$ cat src/sha_pkg.sv
package sha_pkg;

    localparam int unsigned BlockBytes = 64;
    localparam int unsigned Rounds     = 64;
    localparam int unsigned LenBits    = 61;
    localparam int unsigned PadStart   = 56;
    localparam logic [7:0]  PadByte    = 8'h80;

    typedef logic [31:0] t_word;

    function automatic t_word round_k(input logic [5:0] idx);
        t_word k;
        case (idx)
            6'd0:  k = 32'h428a2f98; 6'd1:  k = 32'h71374491; 6'd2:  k = 32'hb5c0fbcf;
            6'd3:  k = 32'he9b5dba5; 6'd4:  k = 32'h3956c25b; 6'd5:  k = 32'h59f111f1;
            6'd6:  k = 32'h923f82a4; 6'd7:  k = 32'hab1c5ed5; 6'd8:  k = 32'hd807aa98;
            6'd9:  k = 32'h12835b01; 6'd10: k = 32'h243185be; 6'd11: k = 32'h550c7dc3;
            6'd12: k = 32'h72be5d74; 6'd13: k = 32'h80deb1fe; 6'd14: k = 32'h9bdc06a7;
            6'd15: k = 32'hc19bf174; 6'd16: k = 32'he49b69c1; 6'd17: k = 32'hefbe4786;
            6'd18: k = 32'h0fc19dc6; 6'd19: k = 32'h240ca1cc; 6'd20: k = 32'h2de92c6f;
            6'd21: k = 32'h4a7484aa; 6'd22: k = 32'h5cb0a9dc; 6'd23: k = 32'h76f988da;
            6'd24: k = 32'h983e5152; 6'd25: k = 32'ha831c66d; 6'd26: k = 32'hb00327c8;
            6'd27: k = 32'hbf597fc7; 6'd28: k = 32'hc6e00bf3; 6'd29: k = 32'hd5a79147;
            6'd30: k = 32'h06ca6351; 6'd31: k = 32'h14292967; 6'd32: k = 32'h27b70a85;
            6'd33: k = 32'h2e1b2138; 6'd34: k = 32'h4d2c6dfc; 6'd35: k = 32'h53380d13;
            6'd36: k = 32'h650a7354; 6'd37: k = 32'h766a0abb; 6'd38: k = 32'h81c2c92e;
            6'd39: k = 32'h92722c85; 6'd40: k = 32'ha2bfe8a1; 6'd41: k = 32'ha81a664b;
            6'd42: k = 32'hc24b8b70; 6'd43: k = 32'hc76c51a3; 6'd44: k = 32'hd192e819;
            6'd45: k = 32'hd6990624; 6'd46: k = 32'hf40e3585; 6'd47: k = 32'h106aa070;
            6'd48: k = 32'h19a4c116; 6'd49: k = 32'h1e376c08; 6'd50: k = 32'h2748774c;
            6'd51: k = 32'h34b0bcb5; 6'd52: k = 32'h391c0cb3; 6'd53: k = 32'h4ed8aa4a;
            6'd54: k = 32'h5b9cca4f; 6'd55: k = 32'h682e6ff3; 6'd56: k = 32'h748f82ee;
            6'd57: k = 32'h78a5636f; 6'd58: k = 32'h84c87814; 6'd59: k = 32'h8cc70208;
            6'd60: k = 32'h90befffa; 6'd61: k = 32'ha4506ceb; 6'd62: k = 32'hbef9a3f7;
            6'd63: k = 32'hc67178f2;
            default: k = '0;
        endcase
        return k;
    endfunction

    function automatic t_word initial_h(input logic [2:0] idx);
        t_word h;
        case (idx)
            3'd0: h = 32'h6a09e667; 3'd1: h = 32'hbb67ae85;
            3'd2: h = 32'h3c6ef372; 3'd3: h = 32'ha54ff53a;
            3'd4: h = 32'h510e527f; 3'd5: h = 32'h9b05688c;
            3'd6: h = 32'h1f83d9ab; 3'd7: h = 32'h5be0cd19;
            default: h = '0;
        endcase
        return h;
    endfunction

endpackage

$ cat src/sha256_stream_hasher.sv
// Channel | Direction | Handshake           | Payload
// in      | input     | i_valid / o_stall   | i_message_byte, i_has_byte, i_end_of_message
// out     | output    | o_valid / i_stall   | o_digest_word, o_word_index, o_last_word,
//         |           |                     | o_length_overflow
// An item that does not fill the block is taken without a stall; a byte that fills
// it stalls the input while the one shared round unit runs 64 rounds and one add.
// End of message pads one byte per cycle up to the block end, then compresses;
// when the 0x80 marker lands at byte 56 or later a second padded block follows.
// The eight digest words then leave one per accepted output item.
// Reset is synchronous, active low, and loads the standard initial hash.
// The input is stalled whenever the sequencer is not in its idle state.
module sha256_stream_hasher (
    input  logic        i_clk,
    input  logic        i_rst_n,
    input  logic        i_valid,
    output logic        o_stall,
    input  logic [7:0]  i_message_byte,
    input  logic        i_has_byte,
    input  logic        i_end_of_message,
    output logic        o_valid,
    input  logic        i_stall,
    output logic [31:0] o_digest_word,
    output logic [2:0]  o_word_index,
    output logic        o_last_word,
    output logic        o_length_overflow
);
    import sha_pkg::*;

    // One-hot sequencer states.
    typedef enum logic [3:0] {
        S_IDLE  = 4'b0001,
        S_PAD   = 4'b0010,
        S_ROUND = 4'b0100,
        S_OUT   = 4'b1000
    } t_state;

    t_state r_state, n_state;
    logic [5:0]         r_fill;      // bytes held in the block buffer
    logic [LenBits-1:0] r_len;       // message bytes so far
    logic               r_ovf;       // sticky length overflow
    logic               r_pad;       // end of message seen, digest not yet sent
    logic               r_first;     // the next padding byte is the 0x80 marker
    logic               r_lenblk;    // the block being padded carries the length
    logic               r_last;      // the running compression is the final one
    logic [63:0]        r_bits;      // bit length, shifted out a byte at a time
    logic [23:0]        r_word;      // first three bytes of the word being built
    logic [3:0]         r_wq;        // buffer word read address during rounds
    logic [2:0]         r_oidx;

    logic       acc, out_acc, wr_byte, start, len_now;
    logic [7:0] byte_d;
    logic       ram_we;
    logic [3:0] ram_wa;
    t_word      ram_wd, ram_rd;
    logic       core_done, core_init;
    t_word      core_word;

    assign acc     = i_valid && !o_stall;
    assign out_acc = o_valid && !i_stall;
    assign o_stall = (r_state != S_IDLE);

    // Bytes are packed big-endian into words; every fourth byte writes one
    // word of the block buffer.
    assign ram_we = wr_byte && (r_fill[1:0] == 2'b11);
    assign ram_wa = r_fill[5:2];
    assign ram_wd = {r_word, byte_d};

    sha_ram #(.Width(32), .Depth(BlockBytes / 4)) u_buf (
        .i_clk   (i_clk),
        .i_we    (ram_we),
        .i_waddr (ram_wa),
        .i_wdata (ram_wd),
        .i_raddr (r_wq),
        .o_rdata (ram_rd)
    );

    // The padding block holds the length field unless the marker itself
    // falls into the last eight bytes.
    always_comb begin
        wr_byte = 1'b0;
        byte_d  = i_message_byte;
        len_now = r_first ? (r_fill < 6'(PadStart)) : r_lenblk;
        start   = 1'b0;
        n_state = r_state;
        case (r_state)
            S_IDLE: begin
                if (acc) begin
                    wr_byte = i_has_byte;
                    if (i_has_byte && r_fill == 6'(BlockBytes - 1)) begin
                        start   = 1'b1;
                        n_state = S_ROUND;
                    end else if (i_end_of_message) begin
                        n_state = S_PAD;
                    end
                end
            end
            S_PAD: begin
                wr_byte = 1'b1;
                if (r_first) byte_d = PadByte;
                else if (len_now && r_fill >= 6'(PadStart)) byte_d = r_bits[63:56];
                else byte_d = 8'h00;
                if (r_fill == 6'(BlockBytes - 1)) begin
                    start   = 1'b1;
                    n_state = S_ROUND;
                end
            end
            S_ROUND: begin
                if (core_done) begin
                    if (r_last) n_state = S_OUT;
                    else if (r_pad) n_state = S_PAD;
                    else n_state = S_IDLE;
                end
            end
            S_OUT: begin
                if (out_acc && r_oidx == 3'd7) n_state = S_IDLE;
            end
            default: n_state = S_IDLE;
        endcase
    end

    // The buffer read is registered, so word zero is addressed in the start
    // cycle and word t+1 during round t.
    sha_core u_core (
        .i_clk    (i_clk),
        .i_rst_n  (i_rst_n),
        .i_start  (start),
        .i_w_word (ram_rd),
        .i_init   (core_init),
        .i_rd_idx (r_oidx),
        .o_done   (core_done),
        .o_rd_word(core_word)
    );

    // The hash returns to its initial value as the last digest word leaves.
    assign core_init = out_acc && (r_oidx == 3'd7);

    always_ff @(posedge i_clk) begin
        if (!i_rst_n) begin
            r_state  <= S_IDLE;
            r_fill   <= '0;
            r_len    <= '0;
            r_ovf    <= 1'b0;
            r_pad    <= 1'b0;
            r_first  <= 1'b0;
            r_lenblk <= 1'b0;
            r_last   <= 1'b0;
            r_bits   <= '0;
            r_word   <= '0;
            r_wq     <= '0;
            r_oidx   <= '0;
        end else begin
            r_state <= n_state;
            if (wr_byte) begin
                r_fill <= r_fill + 6'd1;
                r_word <= {r_word[15:0], byte_d};
            end
            if (start) r_wq <= 4'd1;
            else if (r_state == S_ROUND) r_wq <= r_wq + 4'd1;
            else r_wq <= '0;
            case (r_state)
                S_IDLE: begin
                    if (acc) begin
                        if (i_has_byte) begin
                            r_len <= r_len + LenBits'(1);
                            if (&r_len) r_ovf <= 1'b1;
                        end
                        if (i_end_of_message) begin
                            r_pad   <= 1'b1;
                            r_first <= 1'b1;
                            r_bits  <= {r_len + LenBits'(i_has_byte), 3'b000};
                        end
                    end
                end
                S_PAD: begin
                    r_first  <= 1'b0;
                    // A block closed without the length is followed by one with it.
                    r_lenblk <= len_now || (r_fill == 6'(BlockBytes - 1));
                    if (!r_first && len_now && r_fill >= 6'(PadStart)) begin
                        r_bits <= {r_bits[55:0], 8'h00};
                    end
                    if (start) r_last <= len_now;
                end
                S_OUT: begin
                    if (out_acc) begin
                        r_oidx <= r_oidx + 3'd1;
                        if (r_oidx == 3'd7) begin
                            r_len  <= '0;
                            r_ovf  <= 1'b0;
                            r_pad  <= 1'b0;
                            r_last <= 1'b0;
                        end
                    end
                end
                default: ;
            endcase
        end
    end

    assign o_valid           = (r_state == S_OUT);
    assign o_digest_word     = core_word;
    assign o_word_index      = r_oidx;
    assign o_last_word       = (r_oidx == 3'd7);
    assign o_length_overflow = r_ovf;

`ifndef SYNTH
    a_no_accept_busy: assert property (@(posedge i_clk) disable iff (!i_rst_n)
        (r_state != S_IDLE) |-> o_stall) else $error("accept while busy");
    a_last_idx: assert property (@(posedge i_clk) disable iff (!i_rst_n)
        o_valid && o_last_word |-> o_word_index == 3'd7) else $error("last mismatch");
    a_state_onehot: assert property (@(posedge i_clk) disable iff (!i_rst_n)
        $onehot(r_state)) else $error("bad state");
    a_out_hold: assert property (@(posedge i_clk) disable iff (!i_rst_n)
        o_valid && i_stall |=> o_valid && $stable(o_digest_word)
        && $stable(o_word_index)) else $error("output changed while stalled");
`endif

endmodule

$ cat src/sha_core.sv
module sha_core (
    input  logic              i_clk,
    input  logic              i_rst_n,
    input  logic              i_start,
    input  sha_pkg::t_word    i_w_word,
    input  logic              i_init,
    input  logic [2:0]        i_rd_idx,
    output logic              o_done,
    output sha_pkg::t_word    o_rd_word
);
    import sha_pkg::*;

    // Rounds run one per cycle; the sixteen-word schedule window slides.
    t_word r_h [8];
    t_word r_v [8];
    t_word r_w [16];
    logic [5:0] r_rnd;
    logic       r_run;
    logic       r_fin;

    t_word wt, s0, s1, wn, t1, t2, ch, mj, sg0, sg1;

    always_comb begin
        s0  = {r_w[1][6:0], r_w[1][31:7]} ^ {r_w[1][17:0], r_w[1][31:18]} ^ (r_w[1] >> 3);
        s1  = {r_w[14][16:0], r_w[14][31:17]} ^ {r_w[14][18:0], r_w[14][31:19]}
              ^ (r_w[14] >> 10);
        wn  = s1 + r_w[9] + s0 + r_w[0];
        wt  = (r_rnd < 6'd16) ? i_w_word : wn;
        ch  = (r_v[4] & r_v[5]) ^ (~r_v[4] & r_v[6]);
        mj  = (r_v[0] & r_v[1]) ^ (r_v[0] & r_v[2]) ^ (r_v[1] & r_v[2]);
        sg1 = {r_v[4][5:0], r_v[4][31:6]} ^ {r_v[4][10:0], r_v[4][31:11]}
              ^ {r_v[4][24:0], r_v[4][31:25]};
        sg0 = {r_v[0][1:0], r_v[0][31:2]} ^ {r_v[0][12:0], r_v[0][31:13]}
              ^ {r_v[0][21:0], r_v[0][31:22]};
        t1  = r_v[7] + sg1 + ch + round_k(r_rnd) + wt;
        t2  = sg0 + mj;
    end

    always_ff @(posedge i_clk) begin
        if (!i_rst_n) begin
            r_run <= 1'b0;
            r_fin <= 1'b0;
            r_rnd <= '0;
            for (int i = 0; i < 8; i++) r_h[i] <= initial_h(3'(i));
        end else begin
            r_fin <= 1'b0;
            if (i_init) begin
                for (int i = 0; i < 8; i++) r_h[i] <= initial_h(3'(i));
            end else if (i_start) begin
                r_run <= 1'b1;
                r_rnd <= '0;
                for (int i = 0; i < 8; i++) r_v[i] <= r_h[i];
            end else if (r_run) begin
                for (int i = 0; i < 15; i++) r_w[i] <= r_w[i+1];
                r_w[15] <= wt;
                r_v[7] <= r_v[6]; r_v[6] <= r_v[5]; r_v[5] <= r_v[4];
                r_v[4] <= r_v[3] + t1;
                r_v[3] <= r_v[2]; r_v[2] <= r_v[1]; r_v[1] <= r_v[0];
                r_v[0] <= t1 + t2;
                r_rnd <= r_rnd + 6'd1;
                if (r_rnd == 6'(Rounds - 1)) begin
                    r_run <= 1'b0;
                    r_fin <= 1'b1;
                end
            end else if (r_fin) begin
                for (int i = 0; i < 8; i++) r_h[i] <= r_h[i] + r_v[i];
            end
        end
    end

    assign o_done    = r_fin;
    assign o_rd_word = r_h[i_rd_idx];

`ifndef SYNTH
    a_start_idle: assert property (@(posedge i_clk) disable iff (!i_rst_n)
        i_start |-> !r_run) else $error("start while running");
    a_fin_once: assert property (@(posedge i_clk) disable iff (!i_rst_n)
        r_fin |=> !r_fin) else $error("done held");
    a_fin_after_run: assert property (@(posedge i_clk) disable iff (!i_rst_n)
        r_fin |-> $past(r_run)) else $error("done without rounds");
`endif

endmodule

$ cat src/sha_ram.sv
module sha_ram #(
    parameter int unsigned Width = 8,
    parameter int unsigned Depth = 64
) (
    input  logic                     i_clk,
    input  logic                     i_we,
    input  logic [$clog2(Depth)-1:0] i_waddr,
    input  logic [Width-1:0]         i_wdata,
    input  logic [$clog2(Depth)-1:0] i_raddr,
    output logic [Width-1:0]         o_rdata
);
    logic [Width-1:0] r_mem [Depth];
    logic [Width-1:0] r_rdata;

    always_ff @(posedge i_clk) begin
        if (i_we) r_mem[i_waddr] <= i_wdata;
        r_rdata <= r_mem[i_raddr];
    end

    assign o_rdata = r_rdata;
endmodule
$ cat config.mk
export PLATFORM = sky130hd
export DESIGN_NAME = sha256_stream_hasher
export DESIGN_NICKNAME = d
export VERILOG_FILES = /design/src/sha_pkg.sv /design/src/sha256_stream_hasher.sv /design/src/sha_core.sv /design/src/sha_ram.sv
export SDC_FILE = /design/constraint.sdc
export NUM_CORES = 2
export LEC_CHECK = 0
export ABC_AREA = 1
export BUFFER_PORTS_ARGS = -buffer_cell sky130_fd_sc_hd__buf_2
export CORE_UTILIZATION = 25
export DETAILED_ROUTE_END_ITERATION = 16
export PLACE_DENSITY_LB_ADDON = 0.05
export RECOVER_POWER = 50
export SLEW_MARGIN = 20
export SYNTH_ARGS = -nofsm -noshare
export SYNTH_HDL_FRONTEND = slang
export SYNTH_SLANG_ARGS = --single-unit
export TNS_END_PERCENT = 1
$ cat constraint.sdc
create_clock -name i_clk -period 16.8 [get_ports i_clk]
set_input_delay 0.84 -clock i_clk [delete_from_list [all_inputs] [get_ports i_clk]]
set_output_delay 0.84 -clock i_clk [all_outputs]
set_load 0.1 [all_outputs]
Word-level counts from Yosys, hierarchy flattened. Memory sizes are Yosys's and may differ from the RTL's. A register that Yosys moved wholly into a read port is not among the register bits. Index checks and enable logic that the tools add are counted.

Add/sub/neg operators: 24. $mul: 0. Div/mod/pow operators: 0. Magnitude comparators: 3. Equality and inequality tests: 21. Shift-type cells: 0. Muxes and demuxes: 122. Bitwise logic cells: 45. Reduce and logical (&&, ||, !) cells: 28.

Operator list (number): 2-to-1 mux 32 bit (49); adder 32 bit (18); bitwise XOR 32 bit (9); 2-to-1 mux 61 bit (4); 2-to-1 mux 64 bit (3); bitwise AND 32 bit (5); case mux 64 bit (2 select lines) (1); case mux 61 bit (2 select lines) (1); adder 61 x 1 -> 61 bit (1); adder 61 x 1 -> 61 bit, second input constant (1); AND reduction 61 bit (1); 2-to-1 mux 1 bit (40); NOT 32 bit (1); bitwise XOR 32 x 22 -> 32 bit (1); bitwise XOR 32 x 29 -> 32 bit (1); 2-to-1 mux 4 bit (7); 2-to-1 mux 6 bit (4); 2-to-1 mux 8 bit (3); bitwise OR 1 bit (24); case mux 4 bit (4 select lines) (1); AND reduction 5 bit (3); inequality test 2 bit, second input constant (7); adder 6 x 1 -> 6 bit, second input constant (2); equality test 6 bit, second input constant (2); 28 further kinds (54).

Bits in registers: 179. Latch bits: 0. RAM bits: 1536. ROM bits: 2048. Input port bits: 14. Output and inout port bits: 39. Word-level logic and storage cells: 264. Memories: 5.

Memories: (name not given) (words 64, bits a word 32, rd ports 1, clocked after Yosys merged registers in 1, write ports 0, RTL line sha_pkg.sv:13) `case (idx)`; u_buf.r_mem (words 16, bits a word 32, rd ports 1, clocked after Yosys merged registers in 1, write ports 1, RTL line sha_ram.sv:12) `logic [Width-1:0] r_mem [Depth];`; u_core.r_w (words 16, bits a word 32, rd ports 16, clocked after Yosys merged registers in 0, write ports 16, RTL line sha_core.sv:16) `t_word r_w [16];`; u_core.r_h (words 8, bits a word 32, rd ports 9, clocked after Yosys merged registers in 1, write ports 8, RTL line sha_core.sv:14) `t_word r_h [8];`; u_core.r_v (words 8, bits a word 32, rd ports 8, clocked after Yosys merged registers in 0, write ports 8, RTL line sha_core.sv:15) `t_word r_v [8];`.

Depth between registers and ports, before layout.
Word-level depth: 10. Depth in mapped cells: 46. Depth with buffers taken out: 46.

Cells and area by module. A second synthesis with hierarchy kept.

Cell total of the unflattened synthesis: 11391. Area total of the unflattened synthesis: 101093.2 sq um.

Modules (own cells, without submodules): sha_core (instances 1, cells each 7720, area each 68953.6 sq um, sequential area each 31230.0 sq um); sha_ram (instances 1, cells each 2120, area each 22730.6 sq um, sequential area each 16015.4 sq um); sha256_stream_hasher (instances 1, cells each 1551, area each 9409.0 sq um, sequential area each 3363.2 sq um).

Least setup slack after synthesis. No wires, ideal clock.

Path type: reg-to-reg. Start point: register r_oidx[0] (netlist: o_word_index[0]). End point: memory u_core.r_w[0][0] (netlist name), enable pin. Library setup time: 1076 ps. Arrival: 16532 ps. Required time: 15724 ps. Setup slack: -808 ps. Stages on the path, launching flop included: 8. Buffers on the path: 2. Clock period less this slack: 17608 ps. Cells stage by stage: dfxtp_1 ha_1 ha_1 nand2_4 nand2_2 nor3_2 clkbuf_1 clkbuf_1.

RTL lines: start: declaration (RTL line sha256_stream_hasher.sv:48) `logic [2:0] r_oidx;`; start signal: assignment (RTL line sha256_stream_hasher.sv:185) `r_oidx <= r_oidx + 3'd1;`; end: declaration (RTL line sha_core.sv:16).

==> flow_summary_export.csv <==
group,metric,value,unit
run_status,status,"finished with violations",
run_status,violations,"max-capacitance violations, max-slew violations",
cells_and_area,fin_util,28.74,%
cells_and_area,final_area,110300,sq um
synthesis,synth_edf_count,1504,
power,p_int,0.007994,W
floorplan,core_area,383700,sq um
synthesis,synth_top_area_cell,"edfxtp_1",
floorplan,die_y,623.8,microns
critical_path,critPathMaxStageDelay,1870,ps
synthesis,synth-seq-area-share,52.41,%
power,p_seq_share,47.1,%
placed_design,placedCellCount,15056,
detailed_routing,wl_per_cell,27.38,microns
synthesis,synthArstFlopShare,0,%
clock_tree,clock_path_buffers,4,
critical_path,worst_setup_path_end_kind,"flip-flop",
synthesis,synth_cell_type_count,69,
critical_path,required,17320,ps
flow_run,cap_violations,31,
critical_path,cp-start-kind,"flip-flop",
synthesis,synthesis.instances,10097,
clock_tree,cts_root_buf,"clkbuf_16",
power,switching_power,0.002794,W
global_route,use_met1,32.68,%
detailed_routing,drc,0,
global_route,top_usage_layer,"met1",
sta,max_slew.worst_pin.slew,3722,ps
sta,clock.fmax,77.87,MHz
synthesis,synthTopCellsByCount,"nand2_1 (1598), edfxtp_1 (1504), o21ai_0 (1190), inv_1 (1111), a21oi_1 (867)",
placed_design,gp_congestion,0.9047,
global_route,grtUsageMet3,2.511,%
synthesis,syn_nets,10703,
placed_design,hpwl,313200,microns
detailed_routing,ant_nets,0,
global_route,grt_use_total,21.27,%
power,p_leak,41.41,nW
clock_tree,cts_tree,"done",
global_route,grt_pass1_wl,591700,microns
clock_tree,cts_htree_levels,4,
critical_path,crit_type,"reg2reg",
sta,final_hold_viol_count,0,
cells_and_area,final_layout_size_suffix_gt1_share,5.935,%
cells_and_area,syn_to_final_growth,14.09,%
detailed_routing,vias,75564,
sta,fin_worst_skew,115.1,ps
sta,slew_viol_final,1075,
placed_design,io_buffers,52,
critical_path,crit_path_cell_trace,"inv_1, nand2_1, inv_1, nand3_4, clkbuf_1, nand2_1, nand2_1, inv_1, clkbuf_1, nor3_4, clkbuf_1, buf_4, buf_12, buf_4, buf_4",
global_route,grt_max_degree,177,
clock_tree,cts_inserted_buffers,228,
floorplan,start_util,25.19,%
critical_path,cp_max_fo,156,
worst_hold_path,hp-class,"in2reg",
sta,finalSetupViolCount,0,
clock_tree,cts_setup_buffers,0,
synthesis,synth_seq_cells,1779,
synthesis,yosysWarnings,0,
sta,min_period,12840,ps
sta,hold_ws,270.7,ps
sta,max-slew-margin-rel,-148.2,%
floorplan,die_w,623.8,microns
critical_path,slowest_stage,"nand2_1",
synthesis,synth_top_cell_area_share,46.72,%
global_route,grt_overflow,0,
critical_path,arrival,13360,ps
clock_tree,clk_latency,960,ps
clock_tree,clkTransAtPathRegs,60,ps
sta,min_period_over_period,76.44,%
power,ir_worst_vdd,131.6,uV
power,clockPowerShare,45.6,%
cells_and_area,fin_cells,15485,
critical_path,critPathTopFamily,"buffers and inverters",
power,switching_share,25.90,%
synthesis,netlist_area,96670,sq um
floorplan,die-area,389200,sq um
clock_tree,cts_hold_repair.buffers,0,
critical_path,crit_buf_inv,10,
detailed_routing,avgViaCountPerCell,4.880,
floorplan,row_count,227,
synthesis,synth_area_per_cell,9.574,sq um
synthesis,synthTopCellsByArea,"edfxtp_1 (47%), nand2_1 (6.2%), o21ai_0 (6.2%), dfxtp_1 (5.7%), ha_1 (5.1%)",
global_route,use_met2,32.04,%
cells_and_area,final_nets,10740,
detailed_routing,drt_pre_antenna_iters,5,
synthesis,synth_ff_type,"edfxtp_1",
sta,final.setup.tns,0,ps
detailed_routing,wirelength,423900,microns
clock_tree,clock-sinks,1779,
detailed_routing,first_iter_violations,7112,
global_route,antenna_found_initial,18,
floorplan,io_pins,53,
global_route,grt_pass1_vias,73727,
power,powerDensity,97.81,nW/um^2
synthesis,yosysMostFrequentCell,"nand2_1",
placed_design,placed_cell_area,103200,sq um
clock_tree,cts_resized,0,
sta,rsz0062_at_grt,"false",
power,p_comb_share,7.4,%
per-stage QoR:
stage | power [W] | setup slack [ps]
floorplan | 0.005610 | 1536
global placement | 0.005966 | 6227
detailed placement | 0.005966 | 6371
finish | 0.01079 | 3958
CTS | 0.01097 | 6258
global route | 0.01121 | 2848
worst register-to-register path: cells and delay by family (launching register included):
kind                   cells  cell delay, ps
AND/OR/NAND/NOR            5            3700
flip-flops                 1             340
buffers and inverters     10            8330
area by class of cell:
type / count / area (sq um)
fillers: 40622 / 273400
flip-flops and latches: 1779 / 50680
multi-input cells: 6790 / 40230
well taps: 5152 / 6446
clock buffers: 310 / 6311
inverters: 1131 / 4264
repair buffers: 204 / 1326
clock inverters: 114 / 1021
diodes: 5 / 12.51
registers in the layout, indices dropped and copies added (netlist names), named ones only:
| signal | count |
|---|---|
| u_buf.r_mem | 512 |
| u_core.r_w | 512 |
| u_core.r_h | 256 |
| u_core.r_v | 256 |
| r_bits | 61 |
| r_len | 61 |
| u_buf.o_rdata | 32 |
| r_word | 24 |
| r_fill | 6 |
| u_core.r_rnd | 6 |
| r_state | 4 |
| r_wq | 4 |
| o_word_index | 3 |
| o_length_overflow | 1 |
| r_first | 1 |
| r_last | 1 |
| r_lenblk | 1 |
| r_pad | 1 |
| u_core.o_done | 1 |
| u_core.r_run | 1 |
power groups by stage:
stage | clock (W) | combinational, W | sequential, W
after floorplan | 0 | 0.000494 | 0.00512
after global placement | 0 | 0.000797 | 0.00517
after detailed placement | 0 | 0.000796 | 0.00517
after CTS | 0.00509 | 0.000802 | 0.00508
after global routing | 0.00524 | 0.000876 | 0.00510
final | 0.00492 | 0.000793 | 0.00508
logic make-up (layout without fill, tap and decap cells):
family                     after synthesis  after routing  share of synthesized area (%)
adders and majority gates              608            608                          9.342
AOI/OAI and AO/OA                     2646           2646                          14.93
muxes                                   31             31                         0.3223
other                                    0              5                              0
buffers and inverters                 1528           1759                          6.020
xor gates and xnor gates               404            404                          3.660
and+or+nand+nor                       3101           3101                          13.31
DFF                                   1779           1779                          52.41
path summary, 6_finish.rpt:
check | startpoint | end | slack (ps) | cells past startpoint
worst min-delay path | i_stall | o_word_index[0] | 270 | 3
worst max register to register | r_state[2] | u_core.r_w[0][109] | 3960 | 15
worst max-delay path | r_state[2] | u_core.r_w[0][109] | 3960 | 15
worst min register to register | u_core.r_w[1][241] | u_core.r_w[1][209] | 380 | 0
placed cells by master, fill, tap and decap left out, drive strengths merged, types with 9 or more instances in the layout:
cell / count
o2111ai: 16
nor3: 111
xnor2: 186
xor2: 218
a211oi: 9
o31ai: 18
ha: 397
a22oi: 10
o221ai: 12
o21ai: 1212
o211ai: 60
o21bai: 36
clkbuf: 352
buf: 162
nand3b: 11
nand3: 339
clkinv: 97
maj3: 16
inv: 1130
nor4: 53
or2: 54
nor2: 843
a21oi: 868
o22ai: 161
a221oi: 11
edfxtp: 1504
nand4: 68
o21a: 44
fa: 195
mux2i: 30
nand2: 1612
a21boi: 12
dfxtp: 275
a31oi: 98
bufinv: 15
a21o: 58
routing by layer:
layer  part of all wire (%)  vias up
li1                       -    35184
met1                     51    38074
met2                     43     1959
met3                    4.6      345
met4                    1.6        2
met5                 0.0031        -
Power figures use the tool's default switching activity.
